### src/rtl/core/stc_pkg.sv
// Shared types and constants for the sharded threshold counter.
// No dependencies; used by the channel interfaces, the top level and the checker.
`default_nettype none

package stc_pkg;

  // Field widths of the command and result beats.
  localparam int CMD_W   = 2;
  localparam int SHARD_W = 7;
  localparam int COUNT_W = 32;
  localparam int LOCAL_W = 16;

  typedef logic [CMD_W-1:0]   cmd_t;
  typedef logic [SHARD_W-1:0] shard_t;
  typedef logic [COUNT_W-1:0] count_t;
  typedef logic [LOCAL_W-1:0] local_t;

  // Command codes.
  localparam cmd_t CMD_INC       = 2'd0;
  localparam cmd_t CMD_FLUSH_ONE = 2'd1;
  localparam cmd_t CMD_FLUSH_ALL = 2'd2;
  localparam cmd_t CMD_GET       = 2'd3;

  // Threshold after reset, and the value stored when zero is written.
  localparam local_t DEFAULT_THRESHOLD = 16'd128;

endpackage

`default_nettype wire

### src/rtl/core/stc_in_if.sv
// Command channel: valid/ready handshake carrying a command and a shard index.
// Depends on stc_pkg.
`default_nettype none

interface stc_in_if;
  logic          valid;
  logic          ready;
  stc_pkg::cmd_t   cmd;
  stc_pkg::shard_t shard;

  modport source (output valid, output cmd, output shard, input ready);
  modport sink   (input valid, input cmd, input shard, output ready);
endinterface

`default_nettype wire

### src/rtl/core/stc_out_if.sv
// Result channel: valid/ready handshake carrying one count value per beat.
// Depends on stc_pkg.
`default_nettype none

interface stc_out_if;
  logic          valid;
  logic          ready;
  stc_pkg::count_t count_value;

  modport source (output valid, output count_value, input ready);
  modport sink   (input valid, input count_value, output ready);
endinterface

`default_nettype wire

### src/rtl/core/stc_cfg_if.sv
// Configuration write channel: valid/ready handshake carrying the flush threshold.
// Depends on stc_pkg.
`default_nettype none

interface stc_cfg_if;
  logic          valid;
  logic          ready;
  stc_pkg::local_t thresh;

  modport source (output valid, output thresh, input ready);
  modport sink   (input valid, input thresh, output ready);
endinterface

`default_nettype wire

### src/rtl/core/sharded_threshold_counter_top.sv
// Sharded threshold counter: one command in flight, one shared 32-bit adder.
// Increment reads the shard, adds one, then applies; flush-one reads and clears one
// shard; an out-of-range shard goes straight to the result; flush-all and get walk
// every stored shard, one shard read per cycle. A new command is taken only once the
// result of the last one has been loaded into the output register.
// Synchronous reset clears all counts at once via per-shard valid bits; threshold -> 128.
`default_nettype none

module sharded_threshold_counter_top #(
  parameter int NUM_SHARDS = 128
) (
  input  wire        clk,
  input  wire        rst,
  stc_cfg_if.sink    cfg,
  stc_in_if.sink     req,
  stc_out_if.source  rsp
);

  // Shards past the reach of the shard field are never incremented and stay zero,
  // so only the addressable ones are stored.
  localparam int SHARD_SPAN = 1 << stc_pkg::SHARD_W;
  localparam int DEPTH      = (NUM_SHARDS < SHARD_SPAN) ? NUM_SHARDS : SHARD_SPAN;
  localparam int IDXW       = (DEPTH > 1) ? $clog2(DEPTH) : 1;

  localparam logic [2:0] S_IDLE   = 3'd0;
  localparam logic [2:0] S_INC    = 3'd1;
  localparam logic [2:0] S_APPLY  = 3'd2;
  localparam logic [2:0] S_FLUSH1 = 3'd3;
  localparam logic [2:0] S_WALK   = 3'd4;
  localparam logic [2:0] S_DONE   = 3'd5;

  logic [2:0]           state;
  stc_pkg::cmd_t        cmd_q;
  logic [IDXW-1:0]      shard_q;
  logic [IDXW-1:0]      walk_idx;
  stc_pkg::count_t      acc;
  stc_pkg::local_t      tmp;
  stc_pkg::count_t      global_count;
  stc_pkg::local_t      thr;
  stc_pkg::local_t      local_mem [DEPTH];
  logic [DEPTH-1:0]     local_vld;
  stc_pkg::local_t      rd_data;
  logic                 rd_vld;
  logic                 out_valid;
  stc_pkg::count_t      out_count;

  logic                 accept;
  logic                 in_ok;
  logic                 walk_last;
  logic [IDXW-1:0]      rd_addr;
  stc_pkg::local_t      rd_val;
  stc_pkg::count_t      add_a;
  stc_pkg::count_t      add_b;
  stc_pkg::count_t      sum;
  logic                 reach;
  logic                 out_load;

  // Handshakes.
  assign cfg.ready       = 1'b1;
  assign req.ready       = (state == S_IDLE);
  assign accept          = req.valid & req.ready;
  assign rsp.valid       = out_valid;
  assign rsp.count_value = out_count;
  assign out_load        = (state == S_DONE) && (!out_valid || rsp.ready);

  assign in_ok     = 32'(req.shard) < 32'(NUM_SHARDS);
  assign walk_last = (walk_idx == IDXW'(DEPTH - 1));
  assign reach     = (tmp >= thr);

  // Read address: the addressed shard at accept, shard zero when a walk starts,
  // else the next shard of a walk.
  always_comb begin
    if (state == S_WALK) begin
      rd_addr = walk_last ? '0 : walk_idx + 1'b1;
    end else if (req.cmd inside {stc_pkg::CMD_FLUSH_ALL, stc_pkg::CMD_GET}) begin
      rd_addr = '0;
    end else begin
      rd_addr = req.shard[IDXW-1:0];
    end
  end

  // An entry whose valid bit is clear reads as zero.
  assign rd_val = rd_vld ? rd_data : '0;

  // Shared adder: local + 1 during an increment, otherwise the accumulator plus a local.
  always_comb begin
    add_a = acc;
    add_b = 32'(rd_val);
    if (state == S_INC) begin
      add_a = 32'(rd_val);
      add_b = 32'd1;
    end else if (state == S_APPLY) begin
      add_b = 32'(tmp);
    end
  end
  assign sum = add_a + add_b;

  // Local-count memory: one write port, one registered read port.
  always_ff @(posedge clk) begin
    if (state == S_APPLY && !reach) begin
      local_mem[shard_q] <= tmp;
    end
    rd_data <= local_mem[rd_addr];
    rd_vld  <= local_vld[rd_addr];
  end

  // Control state, counts, threshold and valid bits.
  always_ff @(posedge clk) begin
    if (rst) begin
      state        <= S_IDLE;
      out_valid    <= 1'b0;
      global_count <= '0;
      thr          <= stc_pkg::DEFAULT_THRESHOLD;
      local_vld    <= '0;
    end else begin
      if (cfg.valid && cfg.ready) begin
        thr <= (cfg.thresh == '0) ? stc_pkg::DEFAULT_THRESHOLD : cfg.thresh;
      end
      // The result register fills on a load and empties when its beat is taken.
      if (out_load) begin
        out_valid <= 1'b1;
      end else if (rsp.valid && rsp.ready) begin
        out_valid <= 1'b0;
      end
      unique case (state)
        S_IDLE: begin
          if (accept) begin
            unique case (req.cmd) inside
              stc_pkg::CMD_INC:       state <= in_ok ? S_INC : S_DONE;
              stc_pkg::CMD_FLUSH_ONE: state <= in_ok ? S_FLUSH1 : S_DONE;
              stc_pkg::CMD_FLUSH_ALL, stc_pkg::CMD_GET: state <= S_WALK;
              default:                state <= S_DONE;
            endcase
          end
        end
        S_INC: begin
          state <= S_APPLY;
        end
        S_APPLY: begin
          // A full shard empties into the accumulator; otherwise the new count is kept.
          local_vld[shard_q] <= !reach;
          state              <= S_DONE;
        end
        S_FLUSH1: begin
          local_vld[shard_q] <= 1'b0;
          state              <= S_DONE;
        end
        S_WALK: begin
          if (cmd_q == stc_pkg::CMD_FLUSH_ALL) begin
            local_vld[walk_idx] <= 1'b0;
          end
          if (walk_last) begin
            state <= S_DONE;
          end
        end
        S_DONE: begin
          if (out_load) begin
            if (cmd_q != stc_pkg::CMD_GET) begin
              global_count <= acc;
            end
            state <= S_IDLE;
          end
        end
        default: state <= S_IDLE;
      endcase
    end
  end

  // Datapath registers: command, shard, accumulator, incremented local, walk index and result.
  always_ff @(posedge clk) begin
    unique case (state)
      S_IDLE: begin
        if (accept) begin
          cmd_q    <= req.cmd;
          shard_q  <= req.shard[IDXW-1:0];
          acc      <= global_count;
          walk_idx <= '0;
        end
      end
      S_INC: begin
        tmp <= sum[stc_pkg::LOCAL_W-1:0];
      end
      S_APPLY: begin
        if (reach) begin
          acc <= sum;
        end
      end
      S_FLUSH1: begin
        acc <= sum;
      end
      S_WALK: begin
        acc <= sum;
        if (!walk_last) begin
          walk_idx <= walk_idx + 1'b1;
        end
      end
      default: begin
      end
    endcase
    if (out_load) begin
      out_count <= acc;
    end
  end

endmodule

`default_nettype wire

### src/flat_wrapper.sv
// flat-port wrapper written by rule: the top's interface ports become plain ports
module sharded_threshold_counter_top_flat 
#(
  parameter int NUM_SHARDS = 128
)
  (clk, rst, cfg_valid, cfg_thresh, cfg_ready, req_valid, req_cmd, req_shard, req_ready, rsp_valid, rsp_count_value, rsp_ready);
  stc_cfg_if cfg_i ();
  stc_in_if req_i ();
  stc_out_if rsp_i ();
  input  wire clk;
  input  wire rst;
  input wire logic [$bits(cfg_i.valid)-1:0] cfg_valid;
  input wire logic [$bits(cfg_i.thresh)-1:0] cfg_thresh;
  output wire logic [$bits(cfg_i.ready)-1:0] cfg_ready;
  input wire logic [$bits(req_i.valid)-1:0] req_valid;
  input wire logic [$bits(req_i.cmd)-1:0] req_cmd;
  input wire logic [$bits(req_i.shard)-1:0] req_shard;
  output wire logic [$bits(req_i.ready)-1:0] req_ready;
  output wire logic [$bits(rsp_i.valid)-1:0] rsp_valid;
  output wire logic [$bits(rsp_i.count_value)-1:0] rsp_count_value;
  input wire logic [$bits(rsp_i.ready)-1:0] rsp_ready;
  assign cfg_i.valid = cfg_valid;
  assign cfg_i.thresh = cfg_thresh;
  assign cfg_ready = cfg_i.ready;
  assign req_i.valid = req_valid;
  assign req_i.cmd = req_cmd;
  assign req_i.shard = req_shard;
  assign req_ready = req_i.ready;
  assign rsp_valid = rsp_i.valid;
  assign rsp_count_value = rsp_i.count_value;
  assign rsp_i.ready = rsp_ready;
  sharded_threshold_counter_top #(.NUM_SHARDS(NUM_SHARDS)) u_core (.clk(clk), .rst(rst), .cfg(cfg_i), .req(req_i), .rsp(rsp_i));
endmodule
### config.mk
export PLATFORM = sky130hd
export DESIGN_NAME = sharded_threshold_counter_top_flat
export DESIGN_NICKNAME = d
export VERILOG_FILES = /design/src/rtl/core/stc_pkg.sv /design/src/rtl/core/stc_in_if.sv /design/src/rtl/core/stc_out_if.sv /design/src/rtl/core/stc_cfg_if.sv /design/src/rtl/core/sharded_threshold_counter_top.sv /design/src/flat_wrapper.sv
export SDC_FILE = /design/constraint.sdc
export NUM_CORES = 2
export LEC_CHECK = 0
export BUFFER_PORTS_ARGS = -buffer_cell sky130_fd_sc_hd__buf_4
export CELL_PAD_IN_SITES_DETAIL_PLACEMENT = 0
export CELL_PAD_IN_SITES_GLOBAL_PLACEMENT = 2
export CORE_ASPECT_RATIO = 2
export CORE_MARGIN = 2
export CORE_UTILIZATION = 45
export DETAILED_ROUTE_END_ITERATION = 16
export PLACE_DENSITY_LB_ADDON = 0.1
export REMOVE_ABC_BUFFERS = 1
export SLEW_MARGIN = 20
export SYNTH_ARGS = -nofsm -noshare
export SYNTH_HDL_FRONTEND = slang
export SYNTH_SLANG_ARGS = --single-unit
### constraint.sdc
create_clock -name clk -period 6.8 [get_ports clk]
set_clock_uncertainty 0.2 [all_clocks]
set_input_delay 0.68 -clock clk [delete_from_list [all_inputs] [get_ports clk]]
set_output_delay 0.68 -clock clk [all_outputs]
set_load 0.05 [all_outputs]
* Yosys cells after proc, flatten, opt, wreduce, memory -nomap -nowiden
Memories as Yosys holds them, arrays and structs flattened. A register that Yosys moved wholly into a read port is not among the register bits.
Index checks and enable logic that the tools add are counted.
** Word-level totals
- Bits in registers :: 277
- Bits in writable memories :: 2048
- Bits of input ports :: 30
- Output and inout port bits :: 35
- Word-level logic and storage cells :: 100
- Memories kept :: 1
** Memories
- u_core.local_mem :: depth 128, bits a word 16, read ports 1, clocked after memory_dff 1, wr ports 1, RTL line sharded_threshold_counter_top.sv:40 : stc_pkg::local_t local_mem [DEPTH];
** Operators by class
- $add $sub $neg :: 2
- Magnitude comparators :: 6
- Eq/ne operators :: 17
- Muxes and demuxes :: 32
- Bitwise logic cells :: 5
- Reductions and logical operators :: 25
** Operators by type and width (count)
- one-hot mux 128 bit (3 select lines) :: 1
- bitwise AND 128 bit :: 2
- NOT 128 bit :: 2
- bitwise mux 128 bit :: 1
- two-way mux 128 bit :: 1
- two-way mux 32 bit :: 3
- one-hot mux 32 bit (3 select lines) :: 1
- two-way mux 16 bit :: 4
- two-way mux 7 bit :: 5
- adder 32 x 16 -> 32 bit :: 1
- < comparator 7 x 8 -> 1 bit (second input constant) :: 3
- >= comparator 16 bit :: 1
- zero test 16 bit :: 1
- one-hot mux 3 bit (5 select lines) :: 1
- demux 1 bit (select 7 bit) :: 2
- >= comparator 7 x 1 -> 1 bit (second input constant) :: 2
- one-hot mux 7 bit (2 select lines) :: 1
- AND reduction 3 bit :: 4
- two-way mux 3 bit :: 3
- one-hot mux 3 bit (3 select lines) :: 1
- inequality test 2 bit (second input constant) :: 4
- adder 7 x 1 -> 7 bit (second input constant) :: 1
- binary-select mux 1 bit (select 7 bit) :: 1
- == test 7 bit (second input constant) :: 1
- other kinds (17) :: 40

* Depth between registers and ports, before layout
- Depth after elaboration :: 8
- Depth in mapped cells :: 20
- Mapped depth without buffers :: 17

* Worst setup path after synthesis
No wires, ideal clock.
- Path kind :: register -> register
- Start :: register u_core.state[0]
- End :: register u_core.global_count[0]
- Setup time :: 0.132 ns
- Arrival :: 4.993 ns
- Required time :: 6.468 ns
- Slack :: 1.475 ns
- Cell stages (with the launch flop) :: 8
- Buffers on the path :: 2
- Clock period less this slack :: 5.325 ns
- Path through :: dfxtp_1 > clkbuf_1 > inv_1 > nor4_1 > nand2_1 > clkbuf_1 > nand2_1 > a21oi_1
** On the way
- Cells in the longest elaborated chain, start to end :: 3
** Ends and longest elaborated chain
- from (decl) :: RTL line sharded_threshold_counter_top.sv:32 : logic [2:0] state;
- from (signal assigned) :: RTL line sharded_threshold_counter_top.sv:129 : stc_pkg::CMD_INC: state <= in_ok ? S_INC : S_DONE;
- from (signal assigned) :: RTL line sharded_threshold_counter_top.sv:130 : stc_pkg::CMD_FLUSH_ONE: state <= in_ok ? S_FLUSH1 : S_DONE;
- == test 3 bit :: RTL line sharded_threshold_counter_top.sv:64 : assign out_load = (state == S_DONE) && (!out_valid || rsp.ready);
- logical AND 1 bit :: RTL line sharded_threshold_counter_top.sv:64
- via u_core.out_load :: RTL line sharded_threshold_counter_top.sv:56 : logic out_load;
- AND reduction 3 bit (no source line)
- to (signal assigned) :: RTL line sharded_threshold_counter_top.sv:112 : global_count <= '0;
- to (signal assigned) :: RTL line sharded_threshold_counter_top.sv:159 : global_count <= acc;
- to (decl) :: RTL line sharded_threshold_counter_top.sv:38 : stc_pkg::count_t global_count;
The timed path passes the listed nets, and every way through them passes these cells.
A chain may end at the register's enable or synchronous reset.

* Worst setup path in the final report
- Start :: register u_core.state[2]
- End :: register u_core.rd_data[10], read port of u_core.local_mem
** On the way
- Cells in the longest elaborated chain, start to end :: 2
** Ends and longest elaborated chain
- == test 3 bit :: RTL line sharded_threshold_counter_top.sv:73 : if (state == S_WALK) begin
- two-way mux 7 bit :: RTL line sharded_threshold_counter_top.sv:73
- to (decl) :: RTL line sharded_threshold_counter_top.sv:42 : stc_pkg::local_t rd_data;
No other way between the ends.

==> flow_summary.toml <==
[drt]
drc = 0
drtIter0Drc = 8757
vias = 69400
vias_per_cell = 6.38
totalWireLength_um = 378000
drtAntennaViolNets = 0
wl_per_cell_um = 34.8
first_pass_iters = 6

[clocking]
clock-root-buffer = "clkbuf_16"
cts_tree = "yes"
clk_pin_slew_ps = 70
cts_resized = 0
insertion_delay_ps = 900
cts.sinks = 2341
clk_path_buf_depth = 4
h-tree-depth = 4
cts_buffers = 210

[worst_setup_path]
cp_top_family = "compound AO/OA/AOI/OAI gates"
cp-end-kind = "register"
path_class = "register to register"
reg2regPathDepth = 12
arrival_ps = 6710
crit_fanout = 33
cp_cell_sequence = "nor3b_4, buf_4, nor2_1, a21oi_4, buf_12, buf_4, nand2_1, a311oi_1, o32ai_1, a21oi_1, or4_1, a31o_1"
cp_common_cell = "buf_4"
required_ps = 7440
cp_slowest_stage_delay_ps = 860
cp-start-kind = "register"
slowest_stage = "a21oi_1"
cp_num_buf_inv = 3
worst-path-stages = 12

[floorplan]
core_mm2 = 0.218
fp-row-count = 243
initial_core_util = 0.451
io_pins = 65
die_h_um = 666
die_x_um = 335
dieArea_mm2 = 0.223

[worst_hold_path]
hp-class = "primary input to register"
hold_depth = 3

[final_layout]
multiInputGateArea_mm2 = 0.0283
final_cell_mix = "edfxtp_1 (2144), nand2_1 (1570), a21oi_1 (510), mux2i_1 (392), nand3_1 (366)"
drive_above_1_share = 0.106
finalNetCount = 7944
layout_commonest_cell = "edfxtp_1"
fillers = 18800
synthToLayoutAreaGrowth_pct = 12.0
ff_latch_area_mm2 = 0.0683

[logic_synthesis]
syn_area_mm2 = 0.0985
yosysWarnings = 0
synth.yosys.seq_area_share = 0.693
synth_edf_count = 2144
yosysTopAreaCellShare = 0.653
ys_ff_latch = 2341
post-synth-top-area-cell = "edfxtp_1"
synthTopCellsByArea = "edfxtp_1 (65%), nand2_1 (6.0%), dfxtp_1 (4.0%)"
synthCells = 7882
async_reset_ff_frac = 0
synth_area_per_cell_um2 = 12.5
yosysUniqueCellTypes = 88
synth_flop_cell = "edfxtp_1"

[grt]
grt_overflow = 0
grt_pass1_vias = 66100
antenna_found_initial = 14
grt_pass1_wl_um = 525000
grt_max_degree = 130
grt_usage = 0.334

[place]
portBuffers = 63
gp_congestion = 0.904
post-place-ws_ps = 879
hpwl_um = 236000

[sta]
final_max_slew_viol_count = 0
fin_crit_ps = 6070
fmax_ghz = 0.165
relSlewSlack = 0.0490
hold_viol = 0
setup_ws_ps = 726
setup-tns-final_ps = 0
rsz0062_at_grt = "false"
period_share = 0.893
worst_pin_slew_ps = 1430
finalSetupViolations = 0

[pwr]
leakagePower_nw = 36.9
power_density_mw_per_mm2 = 404
ir_drop_mv = 0.386

[run]
drv_cap = 0

[run_status]
outcome = "complete, no violations"
[per-layer routing]
layer | share of wire | global-route usage | up-vias
met2 | 0.47 | 0.540 | 3651
met5 | 0.00012 | 0 | -
met4 | 0.062 | 0.175 | 6
met3 | 0.079 | 0.0511 | 731
met1 | 0.38 | 0.434 | 35400
li1 | - | - | 29600
[path summary, 6_finish.rpt]
path                                         from                                   end  slack (ps)
max                  u_core.state[2]$_SDFFE_PP0P_            u_core.rd_data[10]$_DFF_P_         730
min                                     cfg_valid            u_core.thr[2]$_SDFFE_PP0P_          80
max reg2reg          u_core.state[2]$_SDFFE_PP0P_            u_core.rd_data[10]$_DFF_P_         730
min reg2reg  u_core.global_count[20]$_SDFFE_PP0P_  u_core.global_count[20]$_SDFFE_PP0P_         250
[registers in the layout, indices dropped and copies added (netlist names)]
register                cells
u_core.acc                 32
u_core.cmd_q                2
u_core.global_count        32
u_core.local_mem         2048
u_core.local_vld          128
u_core.rd_data             16
u_core.rd_vld               1
u_core.rsp.count_value     32
u_core.rsp.valid            1
u_core.shard_q              7
u_core.state                3
u_core.thr                 16
u_core.tmp                 16
u_core.walk_idx             7
[per-stage QoR]
stage,power (mW),util,std cells,cell area [um2],hold slack [ps]
floorplan,26.6,-,7314,95800,228
global placement,32.3,0.472,10500,103000,240
detailed placement,32.5,0.473,10500,103000,247
CTS,44.5,0.505,10900,110000,31.0
global route,45.8,0.505,10900,110000,101
finish,44.6,0.506,10900,110000,84.5
[final cells by class]
class	count	area share
flip-flops and latches	2341	0.619
multi-input cells	4943	0.256
clock buffers	255	0.0505
well taps	2817	0.0319
repair buffers	354	0.0300
clock inverters	123	0.0110
inverters	30	0.00102
diodes	13	0.000295
[cells in the mapped netlist (all sizes together) (17+ instances only)]
library cell	instances
nand2	1577
o22ai	56
a311oi	43
edfxtp	2144
a2111oi	21
mux2i	393
a21oi	513
xor2	17
a211oi	180
o221ai	151
inv	28
ha	33
nand3	369
o211ai	23
a31oi	260
clkbuf	289
buf	279
and3	107
mux2	32
nor2	421
dfxtp	197
nor3	151
o21ai	317
nand4	31
nor4	39
[timing repair]
action                                 CTS  global route
hold buffers                            26             0
endpoints found under the hold margin   51             0
setup endpoints to repair                0             0
buffers inserted                         0             0
[worst reg2reg max path, cell delays in order, from the launching register on]
cell and delay, ps:
dfxtp_1 660, nor3b_4 560, buf_4 480, nor2_1 260, a21oi_4 550, buf_12 350, buf_4 410, nand2_1 100
a311oi_1 830, o32ai_1 240, a21oi_1 860, or4_1 370, a31o_1 150
[power breakdown]
group | switching, mW | total [mW] | internal (mW)
Sequential | 0.759 | 18.1 | 17.4
Clock | 5.48 | 12.2 | 6.67
Combinational | 10.8 | 14.3 | 3.51
Total | 17.0 | 44.6 | 27.5
[cell families after synthesis]
group | count (synthesis) | share of synthesized area
other | 1 | 0.0000381
DFF | 2341 | 0.693
muxes | 426 | 0.0438
xor gates and xnor gates | 32 | 0.00284
buffers and inverters | 598 | 0.0286
and+or+nand+nor | 2758 | 0.119
AOI/OAI and AO/OA | 1692 | 0.108
adders and majority gates | 34 | 0.00439
Power figures use the tool's default switching activity.
